### src/rtl/core/caldate_pkg.sv
// caldate_pkg: shared types, constants and date helper functions for the calendar date counter
package caldate_pkg;

  localparam int MONTH_W = 4;
  localparam int DAY_W   = 5;
  localparam int YEAR_W  = 14;

  typedef logic [MONTH_W-1:0] month_t;
  typedef logic [DAY_W-1:0]   day_t;
  typedef logic [YEAR_W-1:0]  year_t;

  typedef enum logic [1:0] {
    ACT_SET  = 2'd0,
    ACT_NEXT = 2'd1,
    ACT_CMP  = 2'd2
  } action_t;

  typedef enum logic [1:0] {
    ORD_EQUAL   = 2'd0,
    ORD_EARLIER = 2'd1,
    ORD_LATER   = 2'd2
  } order_t;

  localparam month_t MONTH_FIRST  = 4'd1;
  localparam month_t MONTH_LAST   = 4'd12;
  localparam day_t   DAY_FIRST    = 5'd1;
  localparam day_t   DAY_LAST     = 5'd31;
  localparam year_t  YEAR_DEFAULT = 14'd1900;
  localparam year_t  YEAR_MIN     = 14'd1000;
  localparam year_t  YEAR_MAX     = 14'd9999;

  // y is a multiple of 25 iff y * inv(25) mod 2^14 <= floor((2^14 - 1) / 25)
  localparam year_t  INV25        = 14'd7209;
  localparam year_t  DIV25_LIMIT  = 14'd655;

  // leap: divisible by 400, or by 4 and not by 100 (400 = 16 * 25, 100 = 4 * 25)
  function automatic logic is_leap(input year_t y);
    year_t prod;
    logic  by25;
    // only the product mod 2^14 is needed
    prod = y * INV25;
    by25 = (prod <= DIV25_LIMIT);
    return ((y[3:0] == 4'd0) && by25) || ((y[1:0] == 2'd0) && !by25);
  endfunction

  // month length; a month outside 1..12 counts as 31 days
  function automatic day_t days_in(input month_t m, input logic leap);
    day_t len;
    case (m)
      4'd2:                      len = leap ? 5'd29 : 5'd28;
      4'd4, 4'd6, 4'd9, 4'd11:   len = 5'd30;
      default:                   len = 5'd31;
    endcase
    return len;
  endfunction

endpackage

### src/rtl/core/calendar_date_counter.sv
// calendar_date_counter: gregorian date register with set, advance and compare requests
//
//   channel | dir | handshake         | payload
//   --------+-----+-------------------+--------------------------------------------------
//   in_     | in  | in_tvalid/tready  | tuser action, tdata month, day, year
//   out_    | out | out_tvalid/tready | tdata month, day, year, ok flags, order
//
// one request per cycle sustained while the output is not stalled; each result passes
// through the input register, then the date update and result register.
// rst_n (synchronous, active low) loads 1 jan 1900 and empties both stages.
// a stalled output holds its result; the input stage accepts while empty, or while the
// output register is free or being drained in the same cycle.
module calendar_date_counter (
  input  logic        clk,
  input  logic        rst_n,
  input  logic        in_tvalid,
  output logic        in_tready,
  input  logic [23:0] in_tdata,   // month[3:0], day[8:4], year[22:9], zero[23]
  input  logic [1:0]  in_tuser,   // action[1:0]
  output logic        out_tvalid,
  input  logic        out_tready,
  output logic [31:0] out_tdata   // month[3:0], day[8:4], year[22:9], month_ok[23],
                                  // day_ok[24], year_ok[25], order[27:26], zero[31:28]
);
  import caldate_pkg::*;

  // input stage
  logic       s1_valid_r;
  logic [1:0] s1_action_r;
  month_t     s1_month_r;
  day_t       s1_day_r;
  year_t      s1_year_r;

  // stored date
  month_t     cur_month_r, cur_month_nxt;
  day_t       cur_day_r,   cur_day_nxt;
  year_t      cur_year_r,  cur_year_nxt;

  // result register
  logic       out_valid_r;
  month_t     out_month_r;
  day_t       out_day_r;
  year_t      out_year_r;
  logic       out_mok_r, out_mok_nxt;
  logic       out_dok_r, out_dok_nxt;
  logic       out_yok_r, out_yok_nxt;
  logic [1:0] out_order_r, out_order_nxt;

  logic       s1_adv;
  logic       in_acc;

  logic       set_mok, set_yok, set_dok;
  month_t     set_month;
  year_t      set_year;
  day_t       set_dim;
  day_t       cur_dim;

  assign s1_adv    = s1_valid_r && (!out_valid_r || out_tready);
  assign in_tready = !s1_valid_r || s1_adv;
  assign in_acc    = in_tvalid && in_tready;

  always_ff @(posedge clk) begin
    if (!rst_n) begin
      s1_valid_r <= 1'b0;
    end else if (in_tready) begin
      s1_valid_r <= in_tvalid;
    end
  end

  always_ff @(posedge clk) begin
    if (in_acc) begin
      s1_action_r <= in_tuser;
      s1_month_r  <= in_tdata[3:0];
      s1_day_r    <= in_tdata[8:4];
      s1_year_r   <= in_tdata[22:9];
    end
  end

  // set path: month, then year, then day against the new month and year
  always_comb begin
    set_mok   = (s1_month_r >= MONTH_FIRST) && (s1_month_r <= MONTH_LAST);
    set_month = set_mok ? s1_month_r : MONTH_FIRST;
    set_yok   = (s1_year_r >= YEAR_MIN) && (s1_year_r <= YEAR_MAX);
    set_year  = set_yok ? s1_year_r : YEAR_DEFAULT;
    // default year 1900 is not a leap year
    set_dim   = days_in(set_month, set_yok && is_leap(s1_year_r));
    set_dok   = (s1_day_r >= DAY_FIRST) && (s1_day_r <= set_dim);
    cur_dim   = days_in(cur_month_r, is_leap(cur_year_r));
  end

  always_comb begin
    cur_month_nxt = cur_month_r;
    cur_day_nxt   = cur_day_r;
    cur_year_nxt  = cur_year_r;
    out_mok_nxt   = 1'b1;
    out_dok_nxt   = 1'b1;
    out_yok_nxt   = 1'b1;
    out_order_nxt = ORD_EQUAL;
    case (s1_action_r)
      ACT_SET: begin
        cur_month_nxt = set_month;
        cur_year_nxt  = set_year;
        cur_day_nxt   = set_dok ? s1_day_r : DAY_FIRST;
        out_mok_nxt   = set_mok;
        out_dok_nxt   = set_dok;
        out_yok_nxt   = set_yok;
      end
      ACT_NEXT: begin
        if ((cur_month_r == MONTH_LAST) && (cur_day_r == DAY_LAST)) begin
          cur_month_nxt = MONTH_FIRST;
          cur_day_nxt   = DAY_FIRST;
          cur_year_nxt  = cur_year_r + 14'd1;  // wraps at 2^14
        end else if (cur_day_r >= cur_dim) begin
          cur_month_nxt = (cur_month_r >= MONTH_LAST) ? MONTH_FIRST : cur_month_r + 4'd1;
          cur_day_nxt   = DAY_FIRST;
        end else begin
          cur_day_nxt   = cur_day_r + 5'd1;
        end
      end
      ACT_CMP: begin
        if (cur_year_r != s1_year_r) begin
          out_order_nxt = (cur_year_r < s1_year_r) ? ORD_EARLIER : ORD_LATER;
        end else if (cur_month_r != s1_month_r) begin
          out_order_nxt = (cur_month_r < s1_month_r) ? ORD_EARLIER : ORD_LATER;
        end else if (cur_day_r != s1_day_r) begin
          out_order_nxt = (cur_day_r < s1_day_r) ? ORD_EARLIER : ORD_LATER;
        end else begin
          out_order_nxt = ORD_EQUAL;
        end
      end
      default: begin
        // unused action: date and flags stay at their defaults
      end
    endcase
  end

  always_ff @(posedge clk) begin
    if (!rst_n) begin
      cur_month_r <= MONTH_FIRST;
      cur_day_r   <= DAY_FIRST;
      cur_year_r  <= YEAR_DEFAULT;
    end else if (s1_adv) begin
      cur_month_r <= cur_month_nxt;
      cur_day_r   <= cur_day_nxt;
      cur_year_r  <= cur_year_nxt;
    end
  end

  always_ff @(posedge clk) begin
    if (!rst_n) begin
      out_valid_r <= 1'b0;
    end else if (!out_valid_r || out_tready) begin
      out_valid_r <= s1_valid_r;
    end
  end

  always_ff @(posedge clk) begin
    if (s1_adv) begin
      out_month_r <= cur_month_nxt;
      out_day_r   <= cur_day_nxt;
      out_year_r  <= cur_year_nxt;
      out_mok_r   <= out_mok_nxt;
      out_dok_r   <= out_dok_nxt;
      out_yok_r   <= out_yok_nxt;
      out_order_r <= out_order_nxt;
    end
  end

  assign out_tvalid = out_valid_r;
  assign out_tdata  = {4'd0, out_order_r, out_yok_r, out_dok_r, out_mok_r,
                       out_year_r, out_day_r, out_month_r};

  // stored date is always a real calendar date
  a_cur_month_range: assert property (@(posedge clk) disable iff (!rst_n)
    (cur_month_r >= MONTH_FIRST) && (cur_month_r <= MONTH_LAST))
    else $error("stored month out of range");

  a_cur_day_range: assert property (@(posedge clk) disable iff (!rst_n)
    (cur_day_r >= DAY_FIRST) && (cur_day_r <= days_in(cur_month_r, is_leap(cur_year_r))))
    else $error("stored day does not fit its month");

  // date only moves when a request leaves the input stage
  a_state_hold: assert property (@(posedge clk) disable iff (!rst_n)
    !s1_adv |=> ($stable(cur_month_r) && $stable(cur_day_r) && $stable(cur_year_r)))
    else $error("stored date changed without a request");

  // a presented result carries a valid month
  a_out_month: assert property (@(posedge clk) disable iff (!rst_n)
    out_valid_r |-> ((out_month_r >= MONTH_FIRST) && (out_month_r <= MONTH_LAST)))
    else $error("result month out of range");

endmodule

### config.mk
export PLATFORM = sky130hd
export DESIGN_NAME = calendar_date_counter
export DESIGN_NICKNAME = d
export VERILOG_FILES = /design/src/rtl/core/caldate_pkg.sv /design/src/rtl/core/calendar_date_counter.sv
export SDC_FILE = /design/constraint.sdc
export NUM_CORES = 1
export LEC_CHECK = 0
export ABC_AREA = 1
export BUFFER_PORTS_ARGS = -buffer_cell sky130_fd_sc_hd__buf_4
export CORE_MARGIN = 2
export CORE_UTILIZATION = 40
export CTS_BUF_LIST = sky130_fd_sc_hd__clkbuf_16
export DETAILED_ROUTE_END_ITERATION = 7
export GPL_TIMING_DRIVEN = 0
export PLACE_DENSITY = 0.69
export SYNTH_ARGS = -nofsm -noshare
export SYNTH_HDL_FRONTEND = slang
export SYNTH_SLANG_ARGS = --single-unit
### constraint.sdc
create_clock -name clk -period 5.6 [get_ports clk]
set_input_delay 0.84 -clock clk [delete_from_list [all_inputs] [get_ports clk]]
set_output_delay 0.84 -clock clk [all_outputs]
set_load 0.01 [all_outputs]
Word level (Yosys, flattened, before mapping):

Cells that the tools add are included.

* word-level logic and storage cells: 99
* output and inout port bits: 34
* bits of input ports: 30
* register bits: 78

* equal/unequal tests: 17
* multiply operators: 2
* magnitude comparators: 13
* reduce and logical (&&, ||, !) cells: 26
* mux-type cells: 22
* $add $sub $neg: 3

Operators by type and width (number)
* less-or-equal comparator 14 x 10 -> 1 bit (second input constant): 2
* multiplier 14 x 13 -> 14 bit (second input constant): 2
* two-way mux 14 bit: 2
* one-hot mux 14 bit (2 select lines): 1
* == test 4 bit (second input constant): 5
* == test 4 x 3 -> 1 bit (second input constant): 4
* two-way mux 4 bit: 4
* two-way mux 5 bit: 3
* adder 14 x 1 -> 14 bit (second input constant): 1
* >= comparator 14 x 10 -> 1 bit (second input constant): 1
* less-or-equal comparator 14 bit (second input constant): 1
* less-than comparator 14 bit: 1
* inequality test 14 bit: 1
* two-way mux 2 bit: 6
* logical AND 1 bit: 11
* one-hot mux 5 bit (2 select lines): 1
* == test 4 x 2 -> 1 bit (second input constant): 2
* zero test 4 bit: 2
* one-hot mux 2 bit (2 select lines): 2
* one-hot mux 4 bit (2 select lines): 1
* OR reduction 4 bit: 2
* zero test 2 bit: 3
* adder 5 x 1 -> 5 bit (second input constant): 1
* == test 5 bit (second input constant): 1
* 16 further kinds: 23

Logic depth before layout (Yosys ltp):

Gate-level depths: netlist (run 1).

* depth after elaboration: 12
* mapped depth: 30
* depth with buffers taken out: 30

Least setup slack after synthesis (run 1):

OpenSTA, ideal clock, no wires.

* path kind: flip-flop to flip-flop
* start: register cur_year_r[0]
* end: register out_day_r[0], data pin
* path buffers: 0
* path slack: 0.794 ns
* cell stages (with the launch flop): 24
* arrival time: 4.529 ns
* library setup time: 0.277 ns
* cell sequence: dfxtp_1 fa_1 ha_1 ha_1 inv_1 fa_1 fa_1 inv_1 ha_1 a21oi_1 o31ai_1 a21oi_1 inv_1 nand3_1 nand3_1 nand2_1 nand2_1 ha_1 o21ai_0 nand2_1 nand3_1 inv_1 o31ai_1 o211ai_1

* word-level cells in the longest chain between the ends: 11
* elaborated cells between the ends (all ways): 14
* classes of those cells: mul: 1; order compare: 2; mux: 5; reduce/logical: 6

Ends and longest elaborated chain
* start, declared: RTL line calendar_date_counter.sv:37 `year_t cur_year_r, cur_year_nxt;`
* start signal, assigned: RTL line calendar_date_counter.sv:145 `cur_year_r <= cur_year_nxt;`
* multiplier 14 x 13 -> 14 bit: RTL line caldate_pkg.sv:41 `prod = y * INV25;`
* less-or-equal comparator 14 x 10 -> 1 bit: RTL line caldate_pkg.sv:42 `by25 = (prod <= DIV25_LIMIT);`
* zero test 1 bit: RTL line caldate_pkg.sv:43 `return ((y[3:0] == 4'd0) && by25) || ((y[1:0] == 2'd0) && !by25);`
* logical AND 1 bit: RTL line caldate_pkg.sv:43
* logical OR 1 bit (*): RTL line caldate_pkg.sv:43
* two-way mux 1 bit (*): RTL line caldate_pkg.sv:50 `4'd2: len = leap ? 5'd29 : 5'd28;`
* one-hot mux 2 bit (2 select lines) (*): RTL line caldate_pkg.sv:49 `case (m)`
* >= comparator 5 bit (*): RTL line calendar_date_counter.sv:113 `end else if (cur_day_r >= cur_dim) begin`
* two-way mux 5 bit (*): RTL line calendar_date_counter.sv:113
* two-way mux 5 bit (*): RTL line calendar_date_counter.sv:109 `if ((cur_month_r == MONTH_LAST) && (cur_day_r == DAY_LAST)) begin`
* one-hot mux 5 bit (2 select lines) (*): RTL line calendar_date_counter.sv:99 `case (s1_action_r)`
* net cur_day_nxt[0]: RTL line calendar_date_counter.sv:36 `day_t cur_day_r, cur_day_nxt;`
* end signal, assigned: RTL line calendar_date_counter.sv:160 `out_day_r <= cur_day_nxt;`
* end, declared: RTL line calendar_date_counter.sv:42 `day_t out_day_r;`

The timed path passes the listed nets; every way through them passes the cells marked *.
A chain may end at the register's enable or synchronous reset.

Worst setup path in the final report (run 1):

* start: register cur_year_r[0]
* end: register out_month_r[0], data pin

* word-level cells in the longest chain between the ends: 11
* elaborated cells between the ends (all ways): 14
* classes of those cells: mul: 1; order compare: 2; mux: 5; reduce/logical: 6

Ends and longest elaborated chain
* multiplier 14 x 13 -> 14 bit: RTL line caldate_pkg.sv:41
* less-or-equal comparator 14 x 10 -> 1 bit: RTL line caldate_pkg.sv:42
* zero test 1 bit: RTL line caldate_pkg.sv:43
* logical AND 1 bit: RTL line caldate_pkg.sv:43
* logical OR 1 bit (*): RTL line caldate_pkg.sv:43
* two-way mux 1 bit (*): RTL line caldate_pkg.sv:50
* one-hot mux 2 bit (2 select lines) (*): RTL line caldate_pkg.sv:49
* >= comparator 5 bit (*): RTL line calendar_date_counter.sv:113
* two-way mux 4 bit (*): RTL line calendar_date_counter.sv:113
* two-way mux 4 bit (*): RTL line calendar_date_counter.sv:109
* one-hot mux 4 bit (2 select lines) (*): RTL line calendar_date_counter.sv:99
* net cur_month_nxt[0]: RTL line calendar_date_counter.sv:35 `month_t cur_month_r, cur_month_nxt;`
* end signal, assigned: RTL line calendar_date_counter.sv:159 `out_month_r <= cur_month_nxt;`
* end, declared: RTL line calendar_date_counter.sv:41 `month_t out_month_r;`

Marks and branches as above.

==> impl_metrics.py, run 1 <==
metrics = {
    "status": {
        "status": "finished, final reports clean",
    },
    "hold_path": {
        "worst_hold_path_type": "reg -> reg",
        "hold_depth": 2,
        "hold_start": "out_tvalid",
        "min_to": "out_tvalid",
    },
    "setup_path": {
        "rr_startpoint": "cur_year_r[0]",
        "crit_family": "adder cells",
        "arrival_ps": 5270,
        "end_kind": "register",
        "reg2reg_slack_ps": 390,
        "crit_type": "reg -> reg",
        "worstPathRequired_ps": 5660,
        "reg2reg_to": "out_month_r[0]",
        "worstPathMaxFanout": 9,
        "slowest_stage": "fa_1",
        "critPathMaxStageDelay_ps": 560,
        "r2r.worst_path.cells": 24,
        "startpoint_type": "register",
        "path_cells": "fa_1, ha_1, ha_1, inv_1, fa_1, fa_1, inv_1, ha_1, a21oi_1, o31ai_1, a21oi_1, inv_1, nand3_1, nand3_1, nand2_1, nand2_1, ha_1, o21ai_1, nand2_1, nand3_4, inv_1, o21ai_0, o21ai_0, nand3_1",
        "critPathBufInv": 4,
    },
    "drt": {
        "drt_iter0_drc": 335,
        "dr.pass1.iters": 5,
        "totalWireLength_mm": 16.06,
        "vias_per_cell": 5.027,
        "drc": 0,
        "post_drt_wl_per_cell_microns": 14.06,
        "ant_nets": 0,
        "vias": 5741,
    },
    "logic_synthesis": {
        "syn_inst": 834,
        "netlist_area_sq_um": 6903,
        "synth_cell_types": 48,
        "ys_warn_count": 0,
        "ys_seq_area_frac": 0.3031,
        "syn-mean-instance-area_sq_um": 8.277,
        "ys_ff_latch": 78,
    },
    "power": {
        "ir_drop_mv": 0.1922,
        "finalPower_mw": 2.205,
        "p_leak_nw": 4.087,
        "powerDensity_nw_per_um2": 275.7,
    },
    "timing": {
        "slew_headroom": 0.3966,
        "final.setup.tns_ps": 0,
        "final.period_utilization": 0.9300,
        "final_hold_viol_count": 0,
        "layout_min_cycle_time_ps": 5208,
        "timing.hold.ws_ps": 514.0,
        "fin_skew_ps": 4.493,
        "worstMarginPinSlew_ps": 904.1,
        "setup_slack_ps": 391.7,
        "setup_viol": 0,
        "slew_viol_final": 0,
        "max_freq_ghz": 0.1920,
    },
    "floorplan": {
        "fp.coreArea_sq_um": 17060,
        "design.die.area_sq_um": 18320,
        "ios": 64,
        "die_h_microns": 135.4,
        "rows": 48,
        "chipWidth_microns": 135.4,
        "start_util": 0.4047,
    },
    "global_routing": {
        "grtUsageMet3": 0.02843,
        "grt_pass1_vias": 5385,
        "met1_usage": 0.2605,
        "grt_util_met2": 0.2874,
        "grt-ovfl-total": 0,
        "antenna_found_initial": 0,
        "grt-busiest-layer": "met2",
        "grt_pass1_wl_mm": 26.35,
        "grt_usage": 0.1833,
        "grt_max_degree": 38,
    },
    "layout": {
        "final_nets": 1076,
        "drive_above_1_share": 0.1320,
        "fin_area_sq_um": 8000,
        "insertedDiodeCount": 0,
        "fill_cells": 1670,
        "area_growth_pct": 15.90,
    },
    "placed_design": {
        "portBuffers": 58,
        "placed_area_sq_um": 7631,
        "hpwl_mm": 12.70,
        "globalplace.congestion": 0.9395,
        "dp_slack_ps": -11.81,
    },
    "clock_tree": {
        "cts_tree": "built",
        "ctsHtreeMaxLevel": 3,
        "cts_sinks": 78,
        "cts_buffer_depth": 2,
        "clk_pin_slew_ps": 60,
        "cts_buffers": 9,
        "clk_latency_ps": 340,
        "cts-root-buf": "clkbuf_16",
    },
    "flow_run": {
        "cap_violations": 0,
    },
}
final cells by class:
| type | instances | area, sq um | area share |
|---|---|---|---|
| multi-input cells | 567 | 4054 | 0.5067 |
| flip-flops and latches | 78 | 2103 | 0.2629 |
| inverters | 175 | 661.9 | 0.08273 |
| repair buffers | 64 | 480.5 | 0.06006 |
| well taps | 225 | 281.5 | 0.03519 |
| clock buffers | 9 | 225.2 | 0.02815 |
| plain buffers | 17 | 127.6 | 0.01595 |
| clock inverters | 7 | 66.31 | 0.008289 |
cell usage in the layout, fill, tap and decap left out, types with 22 or more instances in the layout:
cell	count
dfxtp_1	22
a21oi_1	52
fa_1	22
o21ai_0	28
nand3_1	51
ha_1	112
buf_4	71
edfxtp_1	53
nand2_1	158
inv_1	171
nor2_1	39
cells by family (layout without fill, tap and decap cells):
| logic type | after synthesis | after routing | share of synthesized area |
|---|---|---|---|
| AND/OR/NAND/NOR | 284 | 284 | 0.1827 |
| buffers and inverters | 192 | 272 | 0.1144 |
| adder cells (fa/ha/maj) | 134 | 134 | 0.2668 |
| AO/OA/AOI/OAI | 126 | 126 | 0.1084 |
| flip-flops | 78 | 78 | 0.3031 |
| XOR/XNOR | 19 | 19 | 0.02411 |
| other | 1 | 4 | 0.0005433 |
power by group:
group / total [mW] / leakage (nW) / internal [mW] / switching (mW)
Sequential: 0.703 / 0.705 / 0.656 / 0.0467
Clock: 0.576 / 0.139 / 0.342 / 0.235
Combinational: 0.926 / 3.24 / 0.380 / 0.546
Total: 2.21 / 4.09 / 1.38 / 0.828
flip-flops by register name, indices dropped and copies added (netlist names):
name and flops:
cur_year_r 14, out_year_r 14, s1_year_r 14, cur_day_r 5, out_day_r 5, s1_day_r 5
cur_month_r 4, out_month_r 4, s1_month_r 4, out_order_r 2, s1_action_r 2, out_dok_r 1
out_mok_r 1, out_tvalid 1, out_yok_r 1, s1_valid_r 1
worst max path at each step:
| stage | start | end | slack (ps) | cells past startpoint |
|---|---|---|---|---|
| finish | cur_year_r[0] | out_month_r[0] | 390 | 24 |
| global route | s1_year_r[2] | cur_day_r[1] | -2 | 24 |
| CTS | cur_year_r[0] | out_day_r[0] | 5 | 23 |
| detailed placement | s1_year_r[0] | cur_day_r[1] | -10 | 24 |
| global placement | s1_year_r[2] | cur_day_r[3] | 70 | 24 |
| floorplan | cur_year_r[0] | out_day_r[0] | 790 | 23 |
worst reg2reg max path, stage by stage, from the launching register on:
cell and delay [ps]:
dfxtp_4 390, fa_1 540, ha_1 220, ha_1 270, inv_1 50, fa_1 500
fa_1 560, inv_1 50, ha_1 320, a21oi_1 170, o31ai_1 100, a21oi_1 210
inv_1 70, nand3_1 90, nand3_1 110, nand2_1 80, nand2_1 50, ha_1 270
o21ai_1 60, nand2_1 110, nand3_4 120, inv_1 190, o21ai_0 90, o21ai_0 140
nand3_1 150
per-stage QoR:
| stage | cells | utilization |
|---|---|---|
| after global routing | 1142 | 0.4690 |
| after floorplan | 837 | - |
| after global placement | 1120 | 0.4474 |
| after detailed placement | 1120 | 0.4474 |
| final | 1142 | 0.4690 |
| after CTS | 1136 | 0.4645 |
layer usage:
layer | up-vias | routed length [microns]
met5 | - | 0
met4 | 0 | 338
met3 | 25 | 819
met2 | 159 | 7170
met1 | 2665 | 7729
li1 | 2892 | -
timing repair:
| action | CTS | global route |
|---|---|---|
| setup endpoints to repair | 0 | 18 |
| gates resized for setup | 0 | 14 |
| hold buffers | 0 | 0 |
| setup buffers | 0 | 6 |
synthesized netlist by cell type (all sizes together):
cell	n	area, sq um
a32oi	1	8.760
o211a	1	10.01
and3	1	6.260
conb	1	3.750
nand2	161	616.8
a31oi	2	12.51
a21boi	1	7.510
nand3	55	290.3
buf	10	80.07
a22oi	7	67.57
o2111ai	2	17.52
edfxtp	53	1592
nor2	44	196.4
dfxtp	25	500.5
o21ai	40	200.2
nand4	11	68.82
clkinv	3	16.27
o31ai	3	22.52
or2	3	18.77
o221ai	3	26.28
nor3	6	30.03
fa	22	440.4
o211ai	12	100.1
a21oi	52	260.3
inv	172	645.6
xnor2	9	78.83
clkbuf	7	47.54
ha	112	1401
nand3b	2	27.53
nor4	1	6.260
a21o	2	15.01
xor2	10	87.58
Note: power is estimated with default switching activity, not from simulation.
==> run 2, diff against run 1 <==
--- a/config.mk
+++ b/config.mk
@@ -10,9 +10,10 @@
 export CORE_MARGIN = 2
 export CORE_UTILIZATION = 40
 export CTS_BUF_LIST = sky130_fd_sc_hd__clkbuf_16
+export CTS_CLUSTER_DIAMETER = 60
 export DETAILED_ROUTE_END_ITERATION = 7
-export GPL_TIMING_DRIVEN = 0
 export PLACE_DENSITY = 0.69
+export SLEW_MARGIN = 20
 export SYNTH_ARGS = -nofsm -noshare
 export SYNTH_HDL_FRONTEND = slang
 export SYNTH_SLANG_ARGS = --single-unit
==> run 2 against run 1 <==
  * Die area is the same
  * Hold slack improved by 2.8 ps
  * Via count down 2.0%
  * Sequential share of layout area grew 0.26 points
  * Total power decreased by 0.99%
  * Wire length is 3.2% lower
  * Critical path depth unchanged
  * Largest power group unchanged
  * Highest routed layer unchanged
==> impl_metrics.py, run 2 (synthesis gave the netlist of run 1 again) <==
metrics = {
    "global_routing": {
        "grt_usage": 0.1773,
        "grt_max_degree": 33,
        "grt_pass1_wl_mm": 25.44,
        "grt_pass1_vias": 5192,
        "grt-ovfl-total": 0,
        "antenna_found_initial": 0,
    },
    "timing": {
        "setup_viol": 0,
        "final.setup.tns_ps": 0,
        "fin_skew_ps": 6.072,
        "slew_headroom": 0.3901,
        "max_freq_ghz": 0.1913,
        "worstMarginPinSlew_ps": 913.9,
        "slew_viol_final": 0,
        "final_hold_viol_count": 0,
        "layout_min_cycle_time_ps": 5228,
        "rsz0062_at_grt": "no",
        "final.period_utilization": 0.9336,
    },
    "setup_path": {
        "path_common_cell": "ha_1",
        "critPathBufInv": 3,
        "slowest_stage": "fa_1",
        "worstPathMaxFanout": 4,
        "reg2reg_to": "cur_day_r[1]",
        "worstPathRequired_ps": 5840,
        "crit_family": "adder cells",
        "rr_startpoint": "s1_year_r[0]",
        "startpoint_type": "register",
        "path_cells": "fa_1, ha_1, ha_1, inv_1, fa_1, fa_1, inv_1, ha_1, a21oi_1, o21ai_0, a31oi_1, nand3_1, nand3_1, nand2_1, a21oi_1, ha_1, a21oi_1, o2111ai_1, o21ai_2, nor2_1, nand2_1, nand3_1, o21ai_0, inv_1",
        "reg2reg_slack_ps": 370,
        "arrival_ps": 5470,
        "critPathMaxStageDelay_ps": 540,
        "r2r.worst_path.cells": 24,
        "end_kind": "register",
        "crit_type": "reg -> reg",
    },
    "drt": {
        "totalWireLength_mm": 15.55,
        "drt_iter0_drc": 343,
        "post_drt_wl_per_cell_microns": 13.76,
        "drc": 0,
        "dr.pass1.iters": 5,
        "vias_per_cell": 4.979,
        "vias": 5626,
        "ant_nets": 0,
    },
    "layout": {
        "area_growth_pct": 14.16,
        "final_common_cell": "inv_1",
        "largestRegisters": "cur_year_r x14, out_year_r x14, s1_year_r x14",
        "final_nets": 1064,
        "layout_common_cells": "inv_1, nand2_1, ha_1, buf_4, edfxtp_1",
        "fin_area_sq_um": 7880,
        "insertedDiodeCount": 0,
        "drive_above_1_share": 0.1204,
    },
    "clock_tree": {
        "post_cts_buffers": 0,
        "cts_sinks": 78,
        "clk_pin_slew_ps": 60,
        "cts_tree": "built",
        "ctsHtreeMaxLevel": 3,
        "cts_buffer_depth": 2,
        "clk_latency_ps": 350,
        "cts-root-buf": "clkbuf_16",
        "cts_hold_buf": 0,
        "ctsResizeCount": 0,
        "cts_buffers": 9,
    },
    "floorplan": {
        "design.die.area_sq_um": 18320,
        "fp.coreArea_sq_um": 17060,
        "rows": 48,
        "start_util": 0.4047,
        "die_h_microns": 135.4,
        "chipWidth_microns": 135.4,
        "ios": 64,
    },
    "placed_design": {
        "portBuffers": 58,
        "hpwl_mm": 12.15,
        "placed_area_sq_um": 7586,
        "globalplace.congestion": 0.9751,
    },
    "hold_path": {
        "min_to": "out_tvalid",
        "hold_start": "out_tvalid",
        "hold_depth": 2,
        "worst_hold_path_type": "reg -> reg",
    },
    "power": {
        "powerDensity_nw_per_um2": 277.1,
        "finalPower_mw": 2.183,
        "ir_drop_mv": 0.1999,
        "p_leak_nw": 4.041,
    },
    "status": {
        "status": "finished, final reports clean",
    },
    "flow_run": {
        "cap_violations": 0,
    },
}
==> run 2: metrics by stage <==
stage / hold WS (ps) / cells / utilization / setup slack (ps)
after floorplan: 486.0 / 837 / - / 793.8
after global placement: 498.8 / 1114 / 0.4448 / 431.0
after detailed placement: 511.1 / 1114 / 0.4448 / 320.2
after CTS: 518.8 / 1130 / 0.4618 / 316.8
after global routing: 549.2 / 1130 / 0.4620 / 50.91
final: 516.8 / 1130 / 0.4620 / 371.8
==> run 2: layout make-up <==
| type | count | area [sq um] |
|---|---|---|
| clock buffer | 9 | 225.2 |
| clock inverter | 7 | 65.06 |
| fill | 1715 | 9176 |
| timing repair buffer | 69 | 518.0 |
| inverter | 175 | 661.9 |
| tap | 225 | 281.5 |
| sequential | 78 | 2092 |
| multi-input combinational | 567 | 4036 |
==> run 2: worst max-delay path by stage <==
stage,startpoint,to,depth (start not counted)
after floorplan,cur_year_r[0],out_day_r[0],23
after global placement,s1_year_r[0],cur_day_r[1],24
after detailed placement,s1_year_r[0],cur_day_r[1],24
after CTS,s1_year_r[0],cur_day_r[1],24
after global routing,s1_year_r[0],cur_day_r[3],24
final,s1_year_r[0],cur_day_r[1],24
==> run 2: routing by layer <==
metal,vias to the layer above,global-route usage,share of wire
li1,2862,-,-
met1,2585,0.2512,0.48
met2,162,0.2744,0.45
met3,17,0.03292,0.057
met4,0,0.05671,0.016
met5,-,0,0
==> run 2: worst reg2reg max path: stages, from the launching register on <==
cell and delay, ps:
edfxtp_1 420, fa_1 490, ha_1 300, ha_1 280, inv_1 50, fa_1 500, fa_1 540, inv_1 40
ha_1 330, a21oi_1 150, o21ai_0 100, a31oi_1 210, nand3_1 110, nand3_1 110, nand2_1 110, a21oi_1 170
ha_1 250, a21oi_1 150, o2111ai_1 160, o21ai_2 140, nor2_1 110, nand2_1 90, nand3_1 100, o21ai_0 180
inv_1 60
==> run 2: power by group <==
group	switching, mW	internal (mW)
Combinational	0.539	0.373
Sequential	0.0416	0.657
Clock	0.231	0.341
